File: config.mk
export PLATFORM = sky130hd
export DESIGN_NAME = pgim_back_flat
export DESIGN_NICKNAME = d
export VERILOG_FILES = /design/src/design/polar_grid_index_mapper_assert.svh /design/src/design/pgim_pkg.sv /design/src/design/pgim_ifs.sv /design/src/design/pgim_back.sv /design/src/flat_wrapper.sv
export SDC_FILE = /design/constraint.sdc
export NUM_CORES = 2
export LEC_CHECK = 0
export BUFFER_PORTS_ARGS = -buffer_cell sky130_fd_sc_hd__buf_2
export CAP_MARGIN = 20
export CELL_PAD_IN_SITES_DETAIL_PLACEMENT = 0
export CELL_PAD_IN_SITES_GLOBAL_PLACEMENT = 1
export CORE_ASPECT_RATIO = 0.7
export CORE_MARGIN = 10
export CORE_UTILIZATION = 47
export DETAILED_ROUTE_END_ITERATION = 12
export HOLD_SLACK_MARGIN = 0.12
export MAX_ROUTING_LAYER = met4
export PLACE_DENSITY = 0.81
export SLEW_MARGIN = 40
export SYNTH_ARGS = -nofsm -noshare
export SYNTH_HDL_FRONTEND = slang
export SYNTH_SLANG_ARGS = --single-unit
File: constraint.sdc
create_clock -name clk -period 12.3 [get_ports clk]
set_input_delay 3.69 -clock clk [delete_from_list [all_inputs] [get_ports clk]]
set_output_delay 3.69 -clock clk [all_outputs]
set_load 0.005 [all_outputs]
File: src/design/polar_grid_index_mapper_assert.svh
// Assertion helpers shared by the polar grid mapper RTL.
// Each macro expects clk and rst_n in scope.
`ifndef POLAR_GRID_INDEX_MAPPER_ASSERT_SVH
`define POLAR_GRID_INDEX_MAPPER_ASSERT_SVH

// Antecedent implies consequent in the same cycle.
`define PGIM_ASSERT_IMPLY(lbl, ant, cons) \
    lbl: assert property (@(posedge clk) disable iff (!rst_n) (ant) |-> (cons)) \
        else $error("pgim: implication check failed");

// Condition holds at every clock edge out of reset.
`define PGIM_ASSERT_ALWAYS(lbl, cond) \
    lbl: assert property (@(posedge clk) disable iff (!rst_n) (cond)) \
        else $error("pgim: invariant check failed");

`endif

File: src/design/pgim_pkg.sv
// ----------------------------------------------------------------------------
// pgim_pkg
// Shared types, widths and helpers of the polar grid index mapper.
// ----------------------------------------------------------------------------
package pgim_pkg;

    localparam int FRAC_BITS  = 24;   // fraction bits of angle and log
    localparam int VEC_BITS   = 30;   // vector magnitudes stay below 2^30
    localparam int WIDE_BITS  = 61;   // squared vector before normalizing
    localparam int EXP_W      = 6;    // exponent of r^2, at most 63
    localparam int MANT_W     = 32;   // Q1.31 mantissa
    localparam int LOG_W      = EXP_W + FRAC_BITS;
    localparam int DIFF_W     = LOG_W + 1;
    localparam int N_W        = 59;
    localparam int BIN_W      = N_W - 1 - 41;
    localparam int BIN_SHIFT  = 41;
    localparam int OUT_BIN_W  = 10;
    localparam int CNT_W      = 11;
    localparam int CFG_IDX_W  = 3;
    localparam int CFG_DATA_W = 40;
    localparam logic [FRAC_BITS-1:0] THETA_HALF = 24'h800000;

    typedef enum logic [CFG_IDX_W-1:0] {
        REG_R_MIN_SQ      = 3'd0,
        REG_LOG2_R_MIN    = 3'd1,
        REG_LOG_SCALE     = 3'd2,
        REG_RADIAL_OFFSET = 3'd3,
        REG_N_RADIAL      = 3'd4,
        REG_N_ANGLE       = 3'd5
    } cfg_reg_t;

    typedef struct packed {
        logic [39:0] r_min_sq;
        logic [20:0] log2_r_min;
        logic [25:0] log_scale;
        logic [16:0] radial_offset;
        logic [CNT_W-1:0] n_radial;
        logic [CNT_W-1:0] n_angle;
    } cfg_t;

    typedef struct packed {
        logic [FRAC_BITS-1:0]       th;
        logic signed [VEC_BITS:0]   vx;
        logic [VEC_BITS-1:0]        vy;
        logic [MANT_W-1:0]          mant;
        logic [FRAC_BITS-1:0]       frac;
        logic [EXP_W-1:0]           expo;
        logic                       gt;
        logic                       origin;
    } iter_t;

    typedef struct packed {
        logic [VEC_BITS-1:0] mx;
        logic [VEC_BITS-1:0] my;
    } vec_t;

    // Shift both magnitudes right, truncating, until both are below 2^30.
    function automatic vec_t vec_norm(input logic [WIDE_BITS-1:0] ax,
                                      input logic [WIDE_BITS-1:0] ay);
        logic [WIDE_BITS-1:0] both;
        logic [WIDE_BITS-1:0] sx;
        logic [WIDE_BITS-1:0] sy;
        logic [4:0]           s;
        vec_t                 r;
        both = ax | ay;
        s = '0;
        for (int i = 0; i < WIDE_BITS - VEC_BITS; i++)
        begin
            if (both[VEC_BITS+i])
            begin
                s = 5'(i + 1);
            end
        end
        sx = ax >> s;
        sy = ay >> s;
        r.mx = sx[VEC_BITS-1:0];
        r.my = sy[VEC_BITS-1:0];
        return r;
    endfunction

endpackage

File: src/design/pgim_ifs.sv


interface pgim_res_if;
    logic                                valid;
    logic                                ready;
    logic [pgim_pkg::OUT_BIN_W-1:0]      radial_bin;
    logic [pgim_pkg::OUT_BIN_W-1:0]      angle_bin;
    logic                                inside_res;
    modport source (output valid, output radial_bin, output angle_bin,
                    output inside_res, input ready);
    modport sink   (input valid, input radial_bin, input angle_bin,
                    input inside_res, output ready);
endinterface


File: src/design/pgim_back.sv
// ----------------------------------------------------------------------------
// pgim_back
// Angle bin, radial scaling and range checks, output register.
// ----------------------------------------------------------------------------
module pgim_back #(
    parameter int RADIAL_BINS_MAX = 1024,
    parameter int ANGLE_BINS_MAX  = 1024
) (
    input  logic             clk,
    input  logic             rst_n,
    input  logic             in_valid,
    input  pgim_pkg::iter_t  in_data,
    output logic             in_ready,
    input  pgim_pkg::cfg_t   cfg,
    pgim_res_if.source       res
);
    logic                                  v1_reg, v2_reg, v3_reg;
    logic [pgim_pkg::OUT_BIN_W-1:0]        abin1_reg, abin2_reg, abin3_reg;
    logic signed [pgim_pkg::DIFF_W-1:0]    diff1_reg;
    logic                                  gt1_reg, gt2_reg;
    logic signed [pgim_pkg::N_W-1:0]       n2_reg;
    logic [pgim_pkg::OUT_BIN_W-1:0]        rbin3_reg;
    logic                                  inside3_reg;

    logic rdy1, rdy2, rdy3;
    assign rdy3     = !v3_reg || res.ready;
    assign rdy2     = !v2_reg || rdy3;
    assign rdy1     = !v1_reg || rdy2;
    assign in_ready = rdy1;

    logic [pgim_pkg::FRAC_BITS-1:0]  theta;
    logic [pgim_pkg::CNT_W-1:0]      na, nr;
    logic [34:0]                     aprod;
    logic [pgim_pkg::LOG_W-1:0]      alog;
    logic signed [pgim_pkg::DIFF_W-1:0] diff;
    logic signed [pgim_pkg::N_W-1:0] nval;
    logic [pgim_pkg::BIN_W-1:0]      bin;
    logic                            in_grid;

    always_comb
    begin
        theta = in_data.origin ? pgim_pkg::THETA_HALF : in_data.th;
        if (cfg.n_angle == '0)
            na = pgim_pkg::CNT_W'(1);
        else if (32'(cfg.n_angle) > ANGLE_BINS_MAX)
            na = pgim_pkg::CNT_W'(ANGLE_BINS_MAX);
        else
            na = cfg.n_angle;
        aprod = 35'(theta) * 35'(na);
        alog  = {in_data.expo, in_data.frac};
        diff  = $signed({1'b0, alog}) - $signed({1'b0, cfg.log2_r_min, 9'b0});

        nval = pgim_pkg::N_W'(diff1_reg * $signed({1'b0, cfg.log_scale}))
             + $signed({1'b0, cfg.radial_offset, 25'b0});

        if (32'(cfg.n_radial) > RADIAL_BINS_MAX)
            nr = pgim_pkg::CNT_W'(RADIAL_BINS_MAX);
        else
            nr = cfg.n_radial;
        bin     = n2_reg[pgim_pkg::N_W-2:pgim_pkg::BIN_SHIFT];
        in_grid = gt2_reg && !n2_reg[pgim_pkg::N_W-1]
               && (bin < pgim_pkg::BIN_W'(nr));
    end

    always_ff @(posedge clk or negedge rst_n)
    begin
        if (!rst_n)
        begin
            v1_reg <= 1'b0;
            v2_reg <= 1'b0;
            v3_reg <= 1'b0;
        end
        else
        begin
            if (rdy1) v1_reg <= in_valid;
            if (rdy2) v2_reg <= v1_reg;
            if (rdy3) v3_reg <= v2_reg;
        end
    end

    always_ff @(posedge clk)
    begin
        if (rdy1 && in_valid)
        begin
            abin1_reg <= aprod[pgim_pkg::FRAC_BITS+pgim_pkg::OUT_BIN_W-1:pgim_pkg::FRAC_BITS];
            diff1_reg <= diff;
            gt1_reg   <= in_data.gt;
        end
        if (rdy2 && v1_reg)
        begin
            abin2_reg <= abin1_reg;
            n2_reg    <= nval;
            gt2_reg   <= gt1_reg;
        end
        if (rdy3 && v2_reg)
        begin
            abin3_reg   <= abin2_reg;
            rbin3_reg   <= in_grid ? bin[pgim_pkg::OUT_BIN_W-1:0] : '0;
            inside3_reg <= in_grid;
        end
    end

    assign res.valid      = v3_reg;
    assign res.angle_bin  = abin3_reg;
    assign res.radial_bin = rbin3_reg;
    assign res.inside_res = inside3_reg;
endmodule

File: src/flat_wrapper.sv
// flat-port wrapper written by rule: the top's interface ports become plain ports
module pgim_back_flat 
#(
    parameter int RADIAL_BINS_MAX = 1024,
    parameter int ANGLE_BINS_MAX  = 1024
)
  (clk, rst_n, in_valid, in_data, in_ready, cfg, res_valid, res_radial_bin, res_angle_bin, res_inside_res, res_ready);
  pgim_res_if res_i ();
  input  logic clk;
  input  logic rst_n;
  input  logic in_valid;
  input  pgim_pkg::iter_t in_data;
  output logic in_ready;
  input  pgim_pkg::cfg_t cfg;
  output wire logic [$bits(res_i.valid)-1:0] res_valid;
  output wire logic [$bits(res_i.radial_bin)-1:0] res_radial_bin;
  output wire logic [$bits(res_i.angle_bin)-1:0] res_angle_bin;
  output wire logic [$bits(res_i.inside_res)-1:0] res_inside_res;
  input wire logic [$bits(res_i.ready)-1:0] res_ready;
  assign res_valid = res_i.valid;
  assign res_radial_bin = res_i.radial_bin;
  assign res_angle_bin = res_i.angle_bin;
  assign res_inside_res = res_i.inside_res;
  assign res_i.ready = res_ready;
  pgim_back #(.RADIAL_BINS_MAX(RADIAL_BINS_MAX), .ANGLE_BINS_MAX(ANGLE_BINS_MAX)) u_core (.clk(clk), .rst_n(rst_n), .in_valid(in_valid), .in_data(in_data), .in_ready(in_ready), .cfg(cfg), .res(res_i));
endmodule
Word-level counts from Yosys, hierarchy flattened
Cells that the tools add are included.

Output and inout port bits: 23. Register bits after elaboration: 136. Logic and storage cells: 36. Input bits: 279.

Reduce and logical (&&, ||, !) cells: 13. Muxes and demuxes: 4. $lt $le $gt $ge: 3. Add/subtract/negate cells: 2. $mul: 2.

Operators by type and width (number): adder 59 x 43 -> 59 bit (1); multiplier 31 x 27 -> 58 bit (1); multiplier 24 x 11 -> 34 bit (1); 2-to-1 mux 11 bit (3); subtractor 30 x 30 -> 31 bit (1); 2-to-1 mux 24 bit (1); > comparator 11 bit (second input constant) (2); less-than comparator 17 x 11 -> 1 bit (1); zero test 11 bit (1); logical AND 1 bit (5); zero test 1 bit (4); logical OR 1 bit (3).

Logic depth before layout (Yosys ltp)
Depth after elaboration: 5. Gate-level depth with buffers: 37. Depth with buffers taken out: 36.

Worst setup path after synthesis
Ideal clock, no wire load.

Path kind: input -> register. From: input cfg[42] in the netlist's numbering. To: register u_core.n2_reg[57] in the netlist's numbering, data pin. Path buffers: 1. Data arrival time: 11.717 ns. Data required time: 12.038 ns. Cell stages on the path: 36. Path slack: 0.321 ns. Setup time: 0.262 ns. Cell sequence: clkbuf_1 -> nand2_1 -> fa_1 -> inv_1 -> fa_1 -> inv_1 -> fa_1 -> fa_1 -> inv_1 -> fa_1 -> fa_1 -> inv_1 -> fa_1 -> inv_1 -> ha_1 -> a21oi_2 -> o211ai_1 -> o211a_1 -> nand3b_1 -> o21a_1 -> o21ai_0 -> o21ai_0 -> xor2_1 -> ha_1 -> a21o_1 -> a21o_1 -> a21oi_1 -> o21ai_0 -> o21a_1 -> nor2_1 -> a21oi_1 -> nand2_2 -> nor4b_4 -> nand4_4 -> nor4_4 -> xnor2_1.

Longest elaborated chain between the ends: 2.

RTL lines: start, declared (RTL line flat_wrapper.sv:14) `input pgim_pkg::cfg_t cfg;`; multiplier 31 x 27 -> 58 bit (RTL line pgim_back.sv:53) `nval = pgim_pkg::N_W'(diff1_reg * $signed({1'b0, cfg.log_scale}))`; adder 59 x 43 -> 59 bit (RTL line pgim_back.sv:54) `+ $signed({1'b0, cfg.radial_offset, 25'b0});`; net u_core.nval, one bit (RTL line pgim_back.sv:36) `logic signed [pgim_pkg::N_W-1:0] nval;`; end signal, assigned (RTL line pgim_back.sv:92) `n2_reg <= nval;`; end, declared (RTL line pgim_back.sv:21) `logic signed [pgim_pkg::N_W-1:0] n2_reg;`.

The timed path passes the listed nets, and every way through them passes these cells. A chain may end at the register's enable or synchronous reset.

Worst setup path in the final report
From: input cfg[52] in the netlist's numbering. To: register u_core.n2_reg[54] in the netlist's numbering, data pin.

The elaborated chain is that of the path after synthesis.

==> summary.txt <==
STA
  – Worst Skew: 0.02803 ns
  – Final Hold Viols: 0
  – Highest clock rate: 83.74 MHz
  – Tmin final: 11.94 ns
  – Slew margin rel.: 37.31%
  – Hold WS: 0.4169 ns
  – Final Cycle Share: 97.08%
  – Slew Limit Fails: 0
  – # setup viols final: 0
  – Final WS setup: 0.3589 ns
  – Worst-margin pin slew: 0.9384 ns
  – Setup TNS: 0 ns

Logic synthesis
  – Post-synth top cells: 1157 x inv_1, 1025 x fa_1, 647 x nand2_1
  – Post-Syn Nets: 5996
  – Register bit total from synthesis: 95
  – Post-synth EDFFs: 92
  – Synth top area cells: fa_1 50%, inv_1 11%, ha_1 8.3%
  – Syn avg cell area: 9.202 µm²
  – Synth Flop Type: edfxtp_1
  – Cells after Synth: 4423
  – Async set-reset flop share out of synthesis: 3.158%
  – Mapped cell area: 40700 µm²
  – Most area-hungry cell type in the Yosys netlist: fa_1
  – Area share of the largest cell type after synthesis: 50.42%
  – Top-count cell post-synth: inv_1
  – Ys Warns: 0
  – Netlist cell types: 68
  – Sequential fraction of the synthesis area: 6.972%

Clock network
  – Root buf cell: clkbuf_16
  – H-Tree Level Count: 3
  – Clk slew on worst S/H paths: 0.07 ns
  – CTS buffer count: 9
  – Clock Sinks: 95
  – Clock Latency Late Sink: 0.43 ns
  – Clock buffer depth: 2
  – TritonCTS clock tree: built

Route
  – ANT nets after route: 0
  – DRC viols: 0
  – Drt total wl: 107100 µm
  – Mean routed wirelength per cell: 18.49 µm
  – Vias per cell: 4.955
  – Drt pass-1 iters: 7
  – DR vias: 28690
  – Initial drt markers: 1829

Setup path
  – Critical Path Sink Type: register
  – CP max-delay cell: fa_1
  – CP Class: input pin to register
  – Crit path largest cell delay: 0.54 ns
  – Max FO, Critical Path: 9
  – Worst setup SP type: input pin
  – Worst EP required: 12.46 ns
  – Cell mode on critical path: fa_1
  – Worst Path Arrival: 12.10 ns

Finish
  – Post-route design area: 44780 µm²
  – Nets: 6207
  – Share of layout cells above drive strength 1: 10.28%
  – Area Growth Syn to Fin: 10.01%
  – Largest register FFs: 31
  – Layout fillers: 8028

Hold path
  – HP Class: register to register

Outcome
  – Status: complete, no violations

Floorplanning
  – Starting Density: 47.31%
  – Die area: 98960 µm²
  – DIE HEIGHT: 266.2 µm
  – Die Span X: 371.7 µm
  – FP Rows: 90
  – Core Box Area: 86030 µm²
  – I/O pin total: 302

GRT
  – Initial antenna violation count: 5
  – Met3 Usage GRT: 8.247%
  – Met2 Resource Use GR: 30.93%
  – Number of global-route vias before repair: 30760
  – Global Route Usage Sum: 22.95%
  – GR Util met1: 33.63%
  – GR Overflow Total: 0
  – First-pass GRT wire length: 172500 µm
  – Pin count of the biggest net entering global routing: 49
  – Most Crowded Layer GR: met1

Placement
  – IO Port Bufs: 168
  – Post-DP Area: 44010 µm²
  – Placer Congestion: 0.9271
  – Pre-CTS WS: -0.7565 ns
  – Post-DP HPWL: 93190 µm

Run
  – Max cap viols: 0
-- layout make-up --
| type | instances | area [µm²] | area share, % |
|---|---|---|---|
| diodes | 2 | 5.005 | 0.01118 |
| repair buffers | 385 | 2701 | 6.033 |
| flip-flops and latches | 95 | 2838 | 6.337 |
| clock inverters | 6 | 77.57 | 0.1732 |
| clock buffers | 9 | 225.2 | 0.5030 |
| multi-input cells | 2985 | 33140 | 74.02 |
| well taps | 1150 | 1439 | 3.213 |
| inverters | 1158 | 4347 | 9.707 |
-- final timing paths --
kind | startpoint | cells after the start | slack, ns | to
max | cfg[52] | 37 | 0.36 | u_core.n2_reg[54]
min | u_core.abin2_reg[7] | 0 | 0.42 | u_core.res.angle_bin[7]
min in group asynchronous | rst_n | 1 | 3.07 | u_core.res.valid
max in group asynchronous | rst_n | 1 | 9.13 | u_core.v1_reg
min reg2reg | u_core.abin2_reg[7] | 0 | 0.42 | u_core.res.angle_bin[7]
max reg2reg | u_core.diff1_reg[6] | 37 | 2.76 | u_core.n2_reg[54]
-- placed cells by master (no fill, tap or decap), types with 7 or more instances in the layout --
master,netlist,layout
inv_1,1157,1152
nor3_1,30,27
xor2_1,21,21
nor2b_1,44,38
and3_1,10,9
a21oi_1,62,54
buf_2,0,157
a31oi_1,8,8
edfxtp_1,92,92
xnor2_1,54,54
clkbuf_16,0,10
nand3_1,23,20
buf_6,0,17
nand2_1,647,645
a211oi_1,10,8
o211ai_1,11,11
ha_1,269,262
a21boi_0,8,7
o21a_1,12,12
nor2_1,140,138
fa_1,1025,1017
o21ai_0,36,30
a21o_1,31,31
buf_12,0,8
fa_2,0,8
and2_1,405,400
buf_4,0,196
nand4_1,11,11
nand2b_1,46,44
-- kinds of logic (layout without fill, tap and decap cells) --
| family | count (synthesis) | after routing | share of synthesized area [%] |
|---|---|---|---|
| simple gates | 1391 | 1391 | 16.65 |
| buf+inv | 1343 | 1558 | 12.39 |
| fa+ha+maj | 1294 | 1294 | 58.68 |
| compound gates | 222 | 222 | 3.621 |
| flops | 95 | 95 | 6.972 |
| xor+xnor | 75 | 75 | 1.614 |
| mux | 3 | 3 | 0.07378 |
| other cells | 0 | 2 | 0 |
-- metal layers --
metal  wire [µm]  vias to the layer above
li1            -                    13200
met1       51430                    14540
met2       42900                      900
met3       11770                       47
met4         964                        0
met5           0                        -
-- per-stage QoR --
stage / util (%) / std cells
global route: 52.05 / 5790
detailed placement: 51.15 / 5766
finish: 52.05 / 5790
CTS: 51.54 / 5783
global placement: 51.04 / 5759
floorplan: - / 4423
-- timing repair --
item	4_1_cts	5_1_grt
resized for setup	8	100
pin swaps	4	43
endpoints found under the setup margin	11	16
hold buffers	0	0
buffers inserted	2	5
-- worst max-delay path, delay by kind of cell --
| family | cells | cell delay [ns] |
|---|---|---|
| xor gates and xnor gates | 2 | 0.23 |
| and+or+nand+nor | 9 | 1.46 |
| buffers and inverters | 8 | 0.88 |
| adders and majority gates | 9 | 4.14 |
| AOI/OAI and AO/OA | 9 | 1.67 |
Power is not shown: default switching activity piles up to over one toggle a cycle in this logic, so the estimate is an artifact.
