### config.mk
export PLATFORM = sky130hd
export DESIGN_NAME = pgim_front_flat
export DESIGN_NICKNAME = d
export VERILOG_FILES = /design/src/design/polar_grid_index_mapper_assert.svh /design/src/design/pgim_pkg.sv /design/src/design/pgim_ifs.sv /design/src/design/pgim_front.sv /design/src/flat_wrapper.sv
export SDC_FILE = /design/constraint.sdc
export NUM_CORES = 2
export LEC_CHECK = 0
export ABC_AREA = 0
export BUFFER_PORTS_ARGS = -buffer_cell sky130_fd_sc_hd__buf_2
export CAP_MARGIN = 5
export CORE_MARGIN = 3
export CORE_UTILIZATION = 64
export DETAILED_ROUTE_END_ITERATION = 16
export PLACE_DENSITY = 0.88
export SLEW_MARGIN = 20
export SYNTH_ARGS = -nofsm -noshare
export SYNTH_HDL_FRONTEND = slang
export SYNTH_SLANG_ARGS = --single-unit
export TNS_END_PERCENT = 30
### constraint.sdc
create_clock -name clk -period 9.3 [get_ports clk]
set_clock_uncertainty 0.1 [all_clocks]
set_input_delay 0 -clock clk [delete_from_list [all_inputs] [get_ports clk]]
set_output_delay 0 -clock clk [all_outputs]
set_load 0.01 [all_outputs]
### src/design/polar_grid_index_mapper_assert.svh
// Assertion helpers shared by the polar grid mapper RTL.
// Each macro expects clk and rst_n in scope.
`ifndef POLAR_GRID_INDEX_MAPPER_ASSERT_SVH
`define POLAR_GRID_INDEX_MAPPER_ASSERT_SVH

// Antecedent implies consequent in the same cycle.
`define PGIM_ASSERT_IMPLY(lbl, ant, cons) \
    lbl: assert property (@(posedge clk) disable iff (!rst_n) (ant) |-> (cons)) \
        else $error("pgim: implication check failed");

// Condition holds at every clock edge out of reset.
`define PGIM_ASSERT_ALWAYS(lbl, cond) \
    lbl: assert property (@(posedge clk) disable iff (!rst_n) (cond)) \
        else $error("pgim: invariant check failed");

`endif

### src/design/pgim_pkg.sv
// ----------------------------------------------------------------------------
// pgim_pkg
// Shared types, widths and helpers of the polar grid index mapper.
// ----------------------------------------------------------------------------
package pgim_pkg;

    localparam int FRAC_BITS  = 24;   // fraction bits of angle and log
    localparam int VEC_BITS   = 30;   // vector magnitudes stay below 2^30
    localparam int WIDE_BITS  = 61;   // squared vector before normalizing
    localparam int EXP_W      = 6;    // exponent of r^2, at most 63
    localparam int MANT_W     = 32;   // Q1.31 mantissa
    localparam int LOG_W      = EXP_W + FRAC_BITS;
    localparam int DIFF_W     = LOG_W + 1;
    localparam int N_W        = 59;
    localparam int BIN_W      = N_W - 1 - 41;
    localparam int BIN_SHIFT  = 41;
    localparam int OUT_BIN_W  = 10;
    localparam int CNT_W      = 11;
    localparam int CFG_IDX_W  = 3;
    localparam int CFG_DATA_W = 40;
    localparam logic [FRAC_BITS-1:0] THETA_HALF = 24'h800000;

    typedef enum logic [CFG_IDX_W-1:0] {
        REG_R_MIN_SQ      = 3'd0,
        REG_LOG2_R_MIN    = 3'd1,
        REG_LOG_SCALE     = 3'd2,
        REG_RADIAL_OFFSET = 3'd3,
        REG_N_RADIAL      = 3'd4,
        REG_N_ANGLE       = 3'd5
    } cfg_reg_t;

    typedef struct packed {
        logic [39:0] r_min_sq;
        logic [20:0] log2_r_min;
        logic [25:0] log_scale;
        logic [16:0] radial_offset;
        logic [CNT_W-1:0] n_radial;
        logic [CNT_W-1:0] n_angle;
    } cfg_t;

    typedef struct packed {
        logic [FRAC_BITS-1:0]       th;
        logic signed [VEC_BITS:0]   vx;
        logic [VEC_BITS-1:0]        vy;
        logic [MANT_W-1:0]          mant;
        logic [FRAC_BITS-1:0]       frac;
        logic [EXP_W-1:0]           expo;
        logic                       gt;
        logic                       origin;
    } iter_t;

    typedef struct packed {
        logic [VEC_BITS-1:0] mx;
        logic [VEC_BITS-1:0] my;
    } vec_t;

    // Shift both magnitudes right, truncating, until both are below 2^30.
    function automatic vec_t vec_norm(input logic [WIDE_BITS-1:0] ax,
                                      input logic [WIDE_BITS-1:0] ay);
        logic [WIDE_BITS-1:0] both;
        logic [WIDE_BITS-1:0] sx;
        logic [WIDE_BITS-1:0] sy;
        logic [4:0]           s;
        vec_t                 r;
        both = ax | ay;
        s = '0;
        for (int i = 0; i < WIDE_BITS - VEC_BITS; i++)
        begin
            if (both[VEC_BITS+i])
            begin
                s = 5'(i + 1);
            end
        end
        sx = ax >> s;
        sy = ay >> s;
        r.mx = sx[VEC_BITS-1:0];
        r.my = sy[VEC_BITS-1:0];
        return r;
    endfunction

endpackage

### src/design/pgim_ifs.sv
// ----------------------------------------------------------------------------
// pgim channel interfaces
// Pixel input, bin result and register write channels.
// ----------------------------------------------------------------------------
interface pgim_pix_if #(parameter int COORD_BITS = 20);
    logic                         valid;
    logic                         ready;
    logic signed [COORD_BITS-1:0] pos_x;
    logic signed [COORD_BITS-1:0] pos_y;
    modport source (output valid, output pos_x, output pos_y, input ready);
    modport sink   (input valid, input pos_x, input pos_y, output ready);
endinterface


### src/design/pgim_front.sv
// ----------------------------------------------------------------------------
// pgim_front
// Magnitudes, r^2, inner radius test, vector and mantissa normalization.
// ----------------------------------------------------------------------------
module pgim_front #(
    parameter int COORD_BITS = 20
) (
    input  logic                    clk,
    input  logic                    rst_n,
    pgim_pix_if.sink                pix,
    input  logic [39:0]             r_min_sq,
    output logic                    out_valid,
    output pgim_pkg::iter_t         out_data,
    input  logic                    out_ready
);
    localparam int RSQ_W = 2 * COORD_BITS;
    localparam int GT_W  = (RSQ_W > 40) ? RSQ_W : 40;

    // stage 1
    logic                  v1_reg;
    logic [COORD_BITS-1:0] ax1_reg, ay1_reg;
    logic                  xneg1_reg;
    logic [RSQ_W-1:0]      sqx1_reg, sqy1_reg;
    // stage 2
    logic                  v2_reg;
    logic [RSQ_W-1:0]      rsq2_reg;
    logic                  gt2_reg, origin2_reg;
    logic signed [pgim_pkg::VEC_BITS:0] vx2_reg;
    logic [pgim_pkg::VEC_BITS-1:0]      vy2_reg;
    // stage 3
    logic                  v3_reg;
    pgim_pkg::iter_t       d3_reg;

    logic rdy1, rdy2, rdy3;
    assign rdy3 = !v3_reg || out_ready;
    assign rdy2 = !v2_reg || rdy3;
    assign rdy1 = !v1_reg || rdy2;
    assign pix.ready = rdy1;

    logic [COORD_BITS-1:0] px, py, ax, ay;
    logic                  xneg, yneg;
    always_comb
    begin
        px   = pix.pos_x;
        py   = pix.pos_y;
        xneg = px[COORD_BITS-1];
        yneg = py[COORD_BITS-1];
        ax   = xneg ? (~px + COORD_BITS'(1)) : px;
        ay   = yneg ? (~py + COORD_BITS'(1)) : py;
    end

    logic [RSQ_W-1:0]        rsq;
    pgim_pkg::vec_t          vn;
    logic [pgim_pkg::VEC_BITS:0] mxs;
    always_comb
    begin
        rsq = sqx1_reg + sqy1_reg;
        vn  = pgim_pkg::vec_norm(pgim_pkg::WIDE_BITS'(ax1_reg),
                                 pgim_pkg::WIDE_BITS'(ay1_reg));
        mxs = {1'b0, vn.mx};
    end

    logic [pgim_pkg::EXP_W-1:0]  e3;
    logic [RSQ_W+30:0]           ext3;
    always_comb
    begin
        e3 = '0;
        for (int i = 0; i < RSQ_W; i++)
        begin
            if (rsq2_reg[i])
            begin
                e3 = pgim_pkg::EXP_W'(i);
            end
        end
        ext3 = {rsq2_reg, 31'b0} >> e3;
    end

    always_ff @(posedge clk or negedge rst_n)
    begin
        if (!rst_n)
        begin
            v1_reg <= 1'b0;
            v2_reg <= 1'b0;
            v3_reg <= 1'b0;
        end
        else
        begin
            if (rdy1) v1_reg <= pix.valid;
            if (rdy2) v2_reg <= v1_reg;
            if (rdy3) v3_reg <= v2_reg;
        end
    end

    always_ff @(posedge clk)
    begin
        if (rdy1 && pix.valid)
        begin
            ax1_reg   <= ax;
            ay1_reg   <= ay;
            xneg1_reg <= xneg;
            sqx1_reg  <= RSQ_W'(ax) * RSQ_W'(ax);
            sqy1_reg  <= RSQ_W'(ay) * RSQ_W'(ay);
        end
        if (rdy2 && v1_reg)
        begin
            rsq2_reg    <= rsq;
            gt2_reg     <= GT_W'(rsq) > GT_W'(r_min_sq);
            origin2_reg <= (ax1_reg == '0) && (ay1_reg == '0);
            vx2_reg     <= xneg1_reg ? -$signed(mxs) : $signed(mxs);
            vy2_reg     <= vn.my;
        end
        if (rdy3 && v2_reg)
        begin
            d3_reg.th     <= '0;
            d3_reg.vx     <= vx2_reg;
            d3_reg.vy     <= vy2_reg;
            d3_reg.mant   <= ext3[pgim_pkg::MANT_W-1:0];
            d3_reg.frac   <= '0;
            d3_reg.expo   <= e3;
            d3_reg.gt     <= gt2_reg;
            d3_reg.origin <= origin2_reg;
        end
    end

    assign out_valid = v3_reg;
    assign out_data  = d3_reg;
endmodule

### src/flat_wrapper.sv
// flat-port wrapper written by rule: the top's interface ports become plain ports
module pgim_front_flat 
#(
    parameter int COORD_BITS = 20
)
  (clk, rst_n, r_min_sq, out_valid, out_data, out_ready, pix_valid, pix_pos_x, pix_pos_y, pix_ready);
  pgim_pix_if #(.COORD_BITS(COORD_BITS)) pix_i ();
  input  logic clk;
  input  logic rst_n;
  input  logic [39:0] r_min_sq;
  output logic out_valid;
  output pgim_pkg::iter_t out_data;
  input  logic out_ready;
  input wire logic [$bits(pix_i.valid)-1:0] pix_valid;
  input wire logic [$bits(pix_i.pos_x)-1:0] pix_pos_x;
  input wire logic [$bits(pix_i.pos_y)-1:0] pix_pos_y;
  output wire logic [$bits(pix_i.ready)-1:0] pix_ready;
  assign pix_i.valid = pix_valid;
  assign pix_i.pos_x = pix_pos_x;
  assign pix_i.pos_y = pix_pos_y;
  assign pix_ready = pix_i.ready;
  pgim_front #(.COORD_BITS(COORD_BITS)) u_core (.clk(clk), .rst_n(rst_n), .pix(pix_i), .r_min_sq(r_min_sq), .out_valid(out_valid), .out_data(out_data), .out_ready(out_ready));
endmodule
* After elaboration in Yosys (flattened, before gate mapping)
Cells that the tools add are included.
** Word-level totals
- Latch bits :: 0
- Input port bits :: 84
- Bits in writable memories :: 0
- Register bits after elaboration :: 328
- Memories kept :: 0
- Output and inout port bits :: 151
- Bits in read-only memories :: 0
** Cells by class
- Div/mod/pow operators :: 0
- Shifts and indexed selects :: 3
- Magnitude comparators :: 1
- Eq/ne operators :: 0
- Reduce and logical (&&, ||, !) cells :: 12
- Bitwise operators :: 2
- Multiplexer cells :: 73
- $add $sub $neg :: 4
- $mul :: 2
** Operator list (number)
- 2-to-1 mux 5 bit :: 32
- multiplier 20 x 20 -> 40 bit :: 2
- right shift 71 x 6 -> 32 bit :: 1
- 2-to-1 mux 4 bit :: 16
- right shift 20 x 5 -> 30 bit :: 2
- 2-to-1 mux 6 bit :: 8
- adder 20 x 1 -> 20 bit (second input constant) :: 2
- adder 40 bit :: 1
- > comparator 40 bit :: 1
- logical NOT 20 bit :: 2
- 2-to-1 mux 20 bit :: 2
- NOT 20 bit :: 2
- negator 30 -> 31 bit :: 1
- 2-to-1 mux 30 bit :: 1
- 2-to-1 mux 3 bit :: 8
- 2-to-1 mux 2 bit :: 4
- logical AND 1 bit :: 4
- logical NOT 1 bit :: 3
- logical OR 1 bit :: 3
- 2-to-1 mux 1 bit :: 2

* Depth between registers and ports, before layout
- Depth after elaboration :: 40
- Depth in mapped cells :: 38
- Gate-level depth less buffers :: 33

* Worst setup path before layout
Ideal clock, no wire load.
- Kind :: input port to flip-flop
- Start :: input port pix_pos_y[0]
- End :: register u_core.sqy1_reg[38], data pin
- Library setup time :: 0.262 ns
- Arrival time :: 8.080 ns
- Path slack :: 0.858 ns
- Stages :: 37
- Path buffers :: 5
- Cells stage by stage :: clkbuf_1 > inv_1 > clkbuf_1 > ha_1 > clkbuf_1 > inv_1 > nor2_1 > nor2_1 > xnor2_1 > inv_1 > clkbuf_1 > clkbuf_1 > nand2_1 > fa_1 > inv_1 > ha_1 > a21o_1 > fa_1 > inv_1 > fa_1 > inv_1 > ha_1 > inv_1 > fa_1 > inv_1 > fa_1 > ha_1 > a21o_1 > a2111oi_4 > inv_2 > or4b_1 > nand3_1 > a21oi_1 > a2111oi_1 > nor3_1 > a211oi_1 > xnor2_1
** On the way
- Cells in the longest elaborated chain, start to end :: 4
** Ends and longest elaborated chain
- from (decl) :: line flat_wrapper.sv:16 : input wire logic [$bits(pix_i.pos_y)-1:0] pix_pos_y;
- NOT 20 bit :: line pgim_front.sv:49 : ay = yneg ? (~py + COORD_BITS'(1)) : py;
- adder 20 x 1 -> 20 bit :: line pgim_front.sv:49
- 2-to-1 mux 20 bit :: line pgim_front.sv:49
- net u_core.ay[6] :: line pgim_front.sv:40 : logic [COORD_BITS-1:0] px, py, ax, ay;
- multiplier 20 x 20 -> 40 bit :: line pgim_front.sv:102 : sqy1_reg <= RSQ_W'(ay) * RSQ_W'(ay);
- to (signal assigned) :: line pgim_front.sv:102
- to (decl) :: line pgim_front.sv:23 : logic [RSQ_W-1:0] sqx1_reg, sqy1_reg;
The timed path passes the listed nets, and every way through them passes these cells.
A chain may end at the register's enable or synchronous reset.

* Worst setup path in the final report
- Start :: input port pix_pos_x[6]
- End :: register u_core.sqx1_reg[39], data pin
** On the way
- Cells in the longest elaborated chain, start to end :: 4
** Ends and longest elaborated chain
- from (decl) :: line flat_wrapper.sv:15 : input wire logic [$bits(pix_i.pos_x)-1:0] pix_pos_x;
- NOT 20 bit :: line pgim_front.sv:48 : ax = xneg ? (~px + COORD_BITS'(1)) : px;
- adder 20 x 1 -> 20 bit :: line pgim_front.sv:48
- 2-to-1 mux 20 bit :: line pgim_front.sv:48
- net u_core.ax[17] :: line pgim_front.sv:40
- multiplier 20 x 20 -> 40 bit :: line pgim_front.sv:101 : sqx1_reg <= RSQ_W'(ax) * RSQ_W'(ax);
- to (signal assigned) :: line pgim_front.sv:101
- to (decl) :: line pgim_front.sv:23
The timed path passes the listed nets, and every way through them passes these cells.

==> out/results.tsv <==
metric	value	unit
grt.total_usage	31.27	%
first_iter_violations	2921	
area_growth	8.704	%
ios	235	
gp_congestion	0.9979	
hold_path_class	in2reg	
ant_nets	0	
crit_slowest_cell	or4_1	
drt-total-wl	96200	um
synth.most_common_cell	inv_1	
drive_gt1_share	8.436	%
cp-startpoint	pix_pos_x[6]	
n_antenna_cell	0	
largest_reg_flops	91	
setup_viol_count_final	0	
synth_cell_types	87	
cp-start-kind	input pin	
vias	28290	
yosysSeqAreaShare	24.11	%
grt_use_met1	39.87	%
first_global_vias	30060	
crit_fanout	9	
drc	0	
core	58030	sq um
grt_busiest_layer	met2	
whs	0.03793	ns
slew_viol_final	0	
grt_overflow	0	
crit_required	9.61	ns
critPathBufInv	8	
drv_cap	0	
synth_top_area_cell	fa_1	
critical-path-max-stage-delay	0.56	ns
port_buffers	176	
dp_hpwl	75820	um
cts_sinks	304	
avgSynthCellArea	10.24	sq um
met3_usage	6.807	%
ys.flop_type	edfxtp_1	
relSlewSlack	30.66	%
numCtsBuffers	34	
antenna_found_initial	3	
fp.dieW	249.0	um
synth_top_area_share	29.55	%
die_area	62020	sq um
synth_area	37810	sq um
wl_per_cell	20.36	um
start_util	65.15	%
clk_pin_slew	0.07	ns
clockBufferDepth	3	
placementRows	88	
clk-insertion-delay-late	0.57	ns
max_freq	0.1105	GHz
status	completed	
synth_edf_count	301	
via_per_inst	5.988	
cts_max_level	2	
cts_root_buffer	clkbuf_16	
synth-seq-cells	304	
die_y	249.0	um
hold_viol	0	
r2r-start	u_core.sqx1_reg[3]$_DFFE_PP_	
crit_family	adder cells	
min_period	9.046	ns
post-route-cell-area	41100	sq um
final_core_util	70.83	%
first_pass_iters	6	
synth_common_cells	772 x inv_1, 558 x fa_1, 367 x ha_1	
grt_pass1_wl	154100	um
min_period_over_period	97.27	%
dpl_cell_area	39630	sq um
worst_slew_pin_slew	1.032	ns
tns	0	ns
worstPathArrival	9.36	ns
critical_path_class	in2reg	
ys_async_sr_fraction	0.9868	%
fin_nets	4944	
worst_hold_startpoint	r_min_sq[23]	
setup.worst_path.end_class	flop	
use_met2	51.27	%
syn_inst	3691	
critPathMostFrequentCell	fa_1	
yosys-top-cells-area	fa_1 30%, edfxtp_1 24%, ha_1 12%	
grt_max_degree	83	
ys_warn_count	0	
cts_tree	yes	
-- per-layer routing --
layer	up-vias	wire length, um
met5	-	25
met4	4	5263
met3	446	10320
met2	1721	46130
met1	13790	34470
li1	12320	-
-- placed cells by master (no fill, tap or decap), types with 29 or more instances in the layout --
master	instances
inv_1	771
xor2_1	56
mux2i_1	95
o21ai_0	80
nor4_1	30
buf_2	176
edfxtp_1	301
nand2_1	225
fa_1	558
nor2_1	330
conb_1	88
nand3_1	30
dlygate4sd3_1	33
buf_4	58
a21oi_1	120
nor3_1	37
clkbuf_16	35
ha_1	367
a21o_1	50
and2_1	29
xnor2_1	107
-- through the flow --
step / setup slack (ns) / std cells
after CTS: 0.03282 / 4721
after global placement: 0.4689 / 4629
after global routing: -0.02516 / 4724
final: 0.2541 / 4724
after floorplan: 0.8583 / 3777
after detailed placement: 0.009110 / 4629
-- timing repair --
action / CTS / global route
endpoints found under the setup margin: 0 / 10
hold buffers: 32 / 1
setup buffers: 0 / 2
resized for setup: 0 / 12
endpoints found under the hold margin: 68 / 1
-- cells by family after synthesis --
kind of cell,count (synthesis),share of synthesized area [%]
multiplexers,100,2.664
AO/OA/AOI/OAI,446,7.916
XOR/XNOR,168,3.932
other,2,0.01986
AND/OR/NAND/NOR,811,9.723
adder cells (fa/ha/maj),925,41.69
buffers and inverters,935,9.945
flip-flops,304,24.11
-- cell type report --
cell class                      count  area (sq um)
Fill cell                        3876         16930
Inverter                          789          2965
Multi-Input combinational cell   2538         25320
Sequential cell                   304          9114
Clock buffer                       40         894.6
Clock inverter                     20         186.4
Tap cell                          765         957.2
Timing Repair Buffer              268          1658
-- worst reg2reg max path, cell delays in order, from the launching register on --
cell and delay [ns]:
edfxtp_1 0.45, ha_1 0.34, a21o_1 0.19, a21oi_1 0.30, o21a_1 0.19, o21ai_0 0.20, a311o_1 0.51, a21oi_1 0.27
nor2b_1 0.10, o21ai_0 0.19, nand2b_1 0.11, xnor2_1 0.36, ha_1 0.34, a21o_1 0.16, a21o_1 0.17, a21o_1 0.18
a21o_1 0.18, a21o_1 0.18, a21o_1 0.18, a21oi_1 0.13, o21ai_0 0.35, a21oi_1 0.26, a31oi_1 0.06
-- final timing paths --
path	slack (ns)	endpoint	cells past startpoint
worst min register to register	0.31	u_core.out_data[82]$_DFFE_PP_	0
worst max register to register	3.53	u_core.gt2_reg$_DFFE_PP_	22
min in group asynchronous	0.24	u_core.v2_reg$_DFFE_PN0P_	3
worst max-delay path	0.25	u_core.sqx1_reg[39]$_DFFE_PP_	32
worst min-delay path	0.04	u_core.gt2_reg$_DFFE_PP_	6
max in group asynchronous	8.71	u_core.out_valid$_DFFE_PN0P_	3
Power is left out: the tool's default activity adds up to more than one toggle a clock period on the data nets, which glitch-free logic cannot reach.
